<file path="config.mk">
export PLATFORM = sky130hd
export DESIGN_NAME = base32_stream_decoder
export DESIGN_NICKNAME = d
export VERILOG_FILES = /design/src/hw/rtl/b32d_pkg.sv /design/src/hw/rtl/b32d_symbol.sv /design/src/hw/rtl/b32d_core.sv /design/src/hw/rtl/base32_stream_decoder.sv
export SDC_FILE = /design/constraint.sdc
export NUM_CORES = 1
export LEC_CHECK = 0
export BUFFER_PORTS_ARGS = -buffer_cell sky130_fd_sc_hd__buf_2
export CAP_MARGIN = 10
export CORE_MARGIN = 2
export CORE_UTILIZATION = 62
export DETAILED_ROUTE_END_ITERATION = 8
export PLACE_DENSITY = 0.84
export SLEW_MARGIN = 10
export SYNTH_ARGS = -nofsm -noshare
export SYNTH_HDL_FRONTEND = slang
export SYNTH_SLANG_ARGS = --single-unit
</file>
<file path="constraint.sdc">
create_clock -name clk -period 3.2 [get_ports clk]
set_input_delay 0.32 -clock clk [delete_from_list [all_inputs] [get_ports clk]]
set_output_delay 0.32 -clock clk [all_outputs]
set_load 0.005 [all_outputs]
</file>
<file path="src/hw/rtl/b32d_pkg.sv">
`default_nettype none

package b32d_pkg;

    // Hard ceiling on decoded bytes per string; the programmed capacity is clamped to it where the core uses it.
    localparam int MAX_BYTES = 64;

    localparam int CAP_W   = 7;
    localparam int COUNT_W = 7;
    localparam int BUF_W   = 12;
    localparam int HELD_W  = 4;
    localparam int SYM_W   = 5;

    localparam logic [CAP_W-1:0] CAP_RESET = 7'd64;

    localparam logic KIND_CHAR = 1'b0;
    localparam logic KIND_END  = 1'b1;

    localparam logic [1:0] ST_OK       = 2'd0;
    localparam logic [1:0] ST_INVALID  = 2'd1;
    localparam logic [1:0] ST_OVERFLOW = 2'd2;
    localparam logic [1:0] ST_EMPTY    = 2'd3;

    typedef struct packed {
        logic       kind;
        logic [7:0] char_in;
    } b32d_in_t;

    typedef struct packed {
        logic               byte_valid;
        logic [7:0]         byte_out;
        logic               done_res;
        logic [1:0]         status;
        logic [COUNT_W-1:0] byte_count;
    } b32d_out_t;

    typedef struct packed {
        logic             is_sym;
        logic             is_skip;
        logic [SYM_W-1:0] value;
    } b32d_sym_t;

endpackage

`default_nettype wire

</file>
<file path="src/hw/rtl/b32d_symbol.sv">
`default_nettype none

module b32d_symbol
    import b32d_pkg::*;
(
    input  wire logic [7:0] char_in,
    output b32d_sym_t       sym
);

    logic [7:0] upper;
    logic [7:0] letter_off;
    logic [7:0] digit_off;

    always_comb
    begin
        // fold lower case onto upper case
        if (char_in >= 8'h61 && char_in <= 8'h7A)
        begin
            upper = char_in & 8'hDF;
        end
        else
        begin
            upper = char_in;
        end
        letter_off = upper - 8'h41;
        digit_off  = char_in - 8'h32;

        sym.is_sym  = 1'b0;
        sym.is_skip = 1'b0;
        sym.value   = '0;
        if (upper >= 8'h41 && upper <= 8'h5A)
        begin
            sym.is_sym = 1'b1;
            sym.value  = letter_off[SYM_W-1:0];
        end
        else if (char_in >= 8'h32 && char_in <= 8'h37)
        begin
            sym.is_sym = 1'b1;
            sym.value  = 5'd26 + digit_off[SYM_W-1:0];
        end
        else if (char_in == 8'h20 || char_in == 8'h2D || char_in == 8'h3D)
        begin
            sym.is_skip = 1'b1;
        end
    end

endmodule

`default_nettype wire

</file>
<file path="src/hw/rtl/b32d_core.sv">
`default_nettype none

module b32d_core
    import b32d_pkg::*;
(
    input  wire logic             clk,
    input  wire logic             rst_n,
    input  wire logic             step,
    input  wire b32d_in_t         req,
    input  wire logic [CAP_W-1:0] capacity,
    output b32d_out_t             res
);

    localparam int LIM_W = 9;
    localparam logic [LIM_W-1:0] MAX_LIM = LIM_W'(MAX_BYTES);

    logic [BUF_W-1:0]   buf_reg,   buf_next;
    logic [HELD_W-1:0]  held_reg,  held_next;
    logic [COUNT_W-1:0] bytes_reg, bytes_next;
    logic [1:0]         err_reg,   err_next;

    b32d_sym_t        sym;
    logic [HELD_W-1:0] held_sum;
    logic [LIM_W-1:0]  limit;

    b32d_symbol u_symbol (
        .char_in (req.char_in),
        .sym     (sym)
    );

    always_comb
    begin
        if ({2'b00, capacity} > MAX_LIM)
        begin
            limit = MAX_LIM;
        end
        else
        begin
            limit = {2'b00, capacity};
        end
    end

    always_comb
    begin
        buf_next   = buf_reg;
        held_next  = held_reg;
        bytes_next = bytes_reg;
        err_next   = err_reg;
        held_sum   = held_reg + 4'd5;
        res        = '0;

        if (req.kind == KIND_END)
        begin
            res.done_res   = 1'b1;
            res.byte_count = bytes_reg;
            if (err_reg != ST_OK)
            begin
                res.status = err_reg;
            end
            else if (bytes_reg == '0)
            begin
                res.status = ST_EMPTY;
            end
            else
            begin
                res.status = ST_OK;
            end
            buf_next   = '0;
            held_next  = '0;
            bytes_next = '0;
            err_next   = ST_OK;
        end
        else
        begin
            // a sticky error freezes the string until its end request
            if (err_reg == ST_OK)
            begin
                if (!sym.is_sym && !sym.is_skip)
                begin
                    err_next = ST_INVALID;
                end
                else if (sym.is_sym)
                begin
                    buf_next  = {buf_reg[BUF_W-SYM_W-1:0], sym.value};
                    held_next = held_sum;
                    if (held_sum >= 4'd8)
                    begin
                        held_next = held_sum - 4'd8;
                        if ({2'b00, bytes_reg} >= limit)
                        begin
                            err_next = ST_OVERFLOW;
                        end
                        else
                        begin
                            res.byte_valid = 1'b1;
                            res.byte_out   = 8'(buf_next >> held_next);
                            bytes_next     = bytes_reg + 7'd1;
                        end
                    end
                end
            end
            res.status     = err_next;
            res.byte_count = bytes_next;
        end
    end

    always_ff @(posedge clk or negedge rst_n)
    begin
        if (!rst_n)
        begin
            buf_reg   <= '0;
            held_reg  <= '0;
            bytes_reg <= '0;
            err_reg   <= ST_OK;
        end
        else if (step)
        begin
            buf_reg   <= buf_next;
            held_reg  <= held_next;
            bytes_reg <= bytes_next;
            err_reg   <= err_next;
        end
    end

endmodule

`default_nettype wire

</file>
<file path="src/hw/rtl/base32_stream_decoder.sv">
`default_nettype none

// Base32 text decoder taking one character request per cycle and returning exactly one
// result per request, in the following cycle through the result register; the input side
// stays ready while the result register is empty or being drained, so a full-rate stream
// with an always-ready sink is never stalled. Letters of either case and digits
// 2..7 are symbols, space, dash and '=' are skipped, anything else sets a sticky invalid
// error. Bytes come out MSB first as soon as eight bits are held, and a byte that would
// exceed min(byte_capacity, MAX_BYTES) sets a sticky overflow error instead. An end
// request reports the string status and clears the decoder; leftover bits are dropped.
// Write byte_capacity (reset 64) only while no request is in flight.
module base32_stream_decoder
    import b32d_pkg::*;
(
    input  wire logic             clk,
    input  wire logic             rst_n,
    input  wire logic             in_valid,
    output logic                  in_ready,
    input  wire b32d_in_t         in_data,
    output logic                  out_valid,
    input  wire logic             out_ready,
    output b32d_out_t             out_data,
    input  wire logic             cfg_we,
    input  wire logic [CAP_W-1:0] cfg_wdata
);

    logic [CAP_W-1:0] cap_reg;
    logic             out_valid_reg;
    b32d_out_t        out_data_reg;
    b32d_out_t        res;
    logic             step;

    assign in_ready = !out_valid_reg || out_ready;
    assign step     = in_valid && in_ready;

    b32d_core u_core (
        .clk      (clk),
        .rst_n    (rst_n),
        .step     (step),
        .req      (in_data),
        .capacity (cap_reg),
        .res      (res)
    );

    always_ff @(posedge clk or negedge rst_n)
    begin
        if (!rst_n)
        begin
            cap_reg <= CAP_RESET;
        end
        else if (cfg_we)
        begin
            cap_reg <= cfg_wdata;
        end
    end

    always_ff @(posedge clk or negedge rst_n)
    begin
        if (!rst_n)
        begin
            out_valid_reg <= 1'b0;
        end
        else if (step)
        begin
            out_valid_reg <= 1'b1;
        end
        else if (out_ready)
        begin
            out_valid_reg <= 1'b0;
        end
    end

    // hold the result until the sink takes it
    always_ff @(posedge clk)
    begin
        if (step)
        begin
            out_data_reg <= res;
        end
    end

    assign out_valid = out_valid_reg;
    assign out_data  = out_data_reg;

endmodule

`default_nettype wire
</file>
==> Flow_metrics.wiki <==
{| class="wikitable"
! Metric !! Value
|-
| Sum of overflow across all layers after global routing || 0
|-
| Number of post-CTS setup repair buffers || 0
|-
| Power density cells || between 400 and 500 nW/um2
|-
| Number of enable-type register cells in the synthesized netlist || 19
|-
| Register bit total from synthesis || between 40 and 50
|-
| Critical path peak fanout || 5
|-
| Number of endpoints with negative hold slack in the final report || 0
|-
| Final setup fails || 0
|-
| Detailed-routed wire length on met3 || between 400 and 500 um
|-
| Setup crit end kind || flip-flop
|-
| First-pass GRT wire length || roughly 12000 um
|-
| TritonCTS clock tree || done
|-
| Placed inst area || 3300 um2
|-
| Max-cap violation count || 0
|-
| Share of async-settable or async-resettable flops after synthesis || 59.6%
|-
| Max-slew headroom at the worst pin || 44.5%
|-
| Average wire per standard cell || approximately 17 um
|-
| Sequential element share of the synthesized area || about two fifths
|-
| Number of CTS-inserted buffers || 5
|-
| Reg-to-reg critical path startpoint || u_core.bytes_reg[0]
|-
| Cells resized by post-CTS repair || 0
|-
| Mean Syn Cell Area || around 9.9 um2
|-
| Via count || about 2600
|-
| Unique masters post-synth || just over 60
|-
| Cell count after synthesis || 308
|-
| Clock root buffer || clkbuf_8
|-
| CTS H-tree lvls || 2
|-
| Cell area after synthesis || around 3000 um2
|-
| Clock tree buffer depth || 2
|-
| Final weighted congestion in routability-driven placement || ~0.96
|-
| Site row count || 25
|-
| Leakage component of the power || about 1.4 nW
|-
| Vias in the first global route || about 2400
|-
| CTS Sinks || 47
|-
| Number of nets still failing antenna checks after routing || 0
|-
| Maximum number of pins on one net before global-route repair || 29
|-
| Setup Slack @ Placement || between 0.7 and 0.8 ns
|-
| Net count reported at finish || between 300 and 400
|-
| Length of routed wiring on met1 || a little over 3000 um
|-
| PortBufs || just over 40
|-
| WL met2 || ~3300 um
|-
| Core area || between 4000 and 5000 um2
|-
| Vertical die dimension || 74.0 um
|-
| Number of iterations in the first detailed-routing pass || 7
|-
| Run status || finished, final reports clean
|-
| Number of max-slew violations in the final report || 0
|-
| Share of cells above drive strength 1 || a little over a fifth
|-
| Post-cts hold buffer count || 0
|-
| Minimum period implied by the final worst setup slack || 2.48 ns
|-
| Final non-filler cell area || roughly 3400 um2
|-
| Final period util || approximately 77%
|-
| Net Count, Synth || between 300 and 400
|-
| Class of the worst hold path || primary input to async pin
|-
| Synth-to-Final Area Change || 11.4%
|-
| Required time of the critical path || 3.30 ns
|-
| Starting utilization of the core area || 64.4%
|-
| Worst IR Drop VDD || about 0.26 mV
|-
| Number of design-rule violations left by the first detailed-router iteration || roughly 320
|-
| Crit path arrival time || approximately 2.6 ns
|-
| Worst-case clock skew || approximately 0.0085 ns
|-
| Top layer in use || met4
|-
| IO Count || between 40 and 50
|-
| Combined global-route utilization of all metal layers || 27.6%
|-
| DRC violation count after routing || 0
|-
| Launching element type of the critical path || flip-flop
|-
| Most used flip-flop cell after synthesis || dfrtp_1
|-
| Insertion delay of the later-clocked pin in the worst-skew pair || 0.30 ns
|-
| Type of the worst setup path || flip-flop to flip-flop
|-
| Largest register FFs || 19
|-
| Sum of negative setup slack || 0 ns
|-
| DP Wirelength || 5180 um
|-
| Via density || between 6 and 7
|-
| Post-detailed-routing wire length || 6980 um
|-
| YS warnings || 0
|-
| Die area || roughly 5500 um2
|-
| Clock transition at path regs || ~0.090 ns
|-
| Crit path launch || u_core.bytes_reg[0]
|-
| Antenna Cells || 0
|-
| Actual transition at the worst max-transition pin || ~0.83 ns
|-
| Setup repair after global routing missed its margin || no
|-
| Highest clock frequency the design can meet || a little over 0.4 GHz
|-
| Setup slack after layout || slightly above 0.7 ns
|-
| Initial antenna violation count || 0
|-
| Die width || 74.0 um
|-
| Fill count || 344
|}
## cell usage in the layout, fill, tap and decap left out, types with 3 or more instances in the layout
master     instances
a211oi_1           3
a21oi_1           13
a22o_1             7
and3_1             3
buf_2             41
buf_4              5
clkbuf_8           5
dfrtp_1           27
edfxtp_1          19
ha_1              16
inv_1             15
mux2_2             9
mux2i_1            8
nand2_1           20
nand2b_1           7
nand3_1           23
nor2_1            15
nor2b_1            3
nor3_1            14
nor3b_1            3
o2111ai_1          5
o211a_1            3
o211ai_1           6
o21ai_0           15
xnor2_1            7
xor2_1             4
## cells by family (layout without fill, tap and decap cells)
family                   after synthesis  in the layout  share of synthesized area, %
AO/OA/AOI/OAI                         78             78                          19.5
XOR/XNOR                              11             11                          3.17
adder cells (fa/ha/maj)               16             16                          6.58
buffers and inverters                 33             71                          4.28
flip-flops                            47             47                          41.8
multiplexers                          17             17                          5.96
AND/OR/NAND/NOR                      106            106                          18.7
## per-stage QoR
stage	total power, mW	cells	utilization (%)	hold slack [ns]
after CTS	1.43	413	71.8	0.0387
final	1.43	413	71.8	0.0285
after detailed placement	1.08	405	69.9	0.366
after floorplan	0.969	308	-	0.0244
after global routing	1.50	413	71.8	0.0813
after global placement	1.07	405	69.9	0.367
## power by group
part | total [mW] | leakage (nW) | internal (mW) | switching (mW)
combinational | 0.335 | 0.812 | 0.135 | 0.200
clock | 0.351 | 0.0483 | 0.154 | 0.197
sequential | 0.740 | 0.544 | 0.683 | 0.0572
## cells in the mapped netlist (2+ instances only)
library cell | n | area (um2)
xor2_1 | 4 | 35.0
a31oi_1 | 2 | 12.5
o211a_1 | 3 | 30.0
nand3b_1 | 2 | 15.0
a221o_1 | 2 | 20.0
o2111ai_1 | 5 | 43.8
nand4_1 | 2 | 12.5
nand3_1 | 23 | 115
a21oi_1 | 13 | 65.1
and3_1 | 3 | 18.8
buf_2 | 4 | 20.0
o31ai_1 | 2 | 15.0
clkbuf_1 | 10 | 37.5
o21a_1 | 2 | 15.0
o211ai_1 | 6 | 45.0
nor2_1 | 15 | 56.3
ha_1 | 16 | 200
o21ai_0 | 15 | 75.1
nor2b_1 | 3 | 18.8
a211oi_1 | 3 | 22.5
or3_1 | 2 | 12.5
mux2_2 | 9 | 101
edfxtp_1 | 19 | 571
a211o_1 | 2 | 17.5
a221oi_1 | 2 | 17.5
nor3b_1 | 3 | 22.5
inv_1 | 15 | 56.3
a22o_1 | 7 | 61.3
a41oi_1 | 2 | 17.5
nand2_1 | 20 | 75.1
and2_1 | 2 | 12.5
xnor2_1 | 7 | 61.3
dfrtp_1 | 27 | 676
nand2b_1 | 7 | 43.8
a21o_1 | 2 | 15.0
nor3_1 | 14 | 70.1
mux2i_1 | 8 | 80.1
nor4b_1 | 2 | 17.5
## path summary, 6_finish.rpt
check                                       to  slack (ns)  depth (start not counted)
max                               out_data[10]        0.72                          9
max in group asynchronous    u_core.buf_reg[1]        2.75                          1
max reg2reg                       out_data[10]        0.72                          9
min in group clk                    cap_reg[6]        0.23                          3
min reg2reg                         cap_reg[0]        0.51                          1
min                        u_core.bytes_reg[4]        0.03                          1
## layout make-up
| cell class | instances | area, um2 | share of cell area (%) |
|---|---|---|---|
| clock inverter | 3 | 18.8 | 0.554 |
| sequential | 47 | 1270 | 37.5 |
| tap | 67 | 83.8 | 2.47 |
| timing repair buffer | 46 | 243 | 7.16 |
| clock buffer | 5 | 68.8 | 2.03 |
| inverter | 17 | 63.8 | 1.88 |
| multi-input combinational | 228 | 1640 | 48.4 |
## critical path, cell delays in order (launching register included)
cell and delay (ns):
dfrtp_1 0.43, inv_1 0.19, ha_1 0.26, nand2b_1 0.14, a211oi_1 0.30, o21a_1 0.21, nand4_2 0.11, inv_2 0.15
o2111ai_1 0.14, a2111oi_2 0.35
## per-layer routing
layer,vias up,global-route usage (%)
li1,1226,-
met2,132,42.9
met4,0,10.1
met1,1225,38.9
met5,-,0
met3,15,5.01
Power figures use the tool's default switching activity.
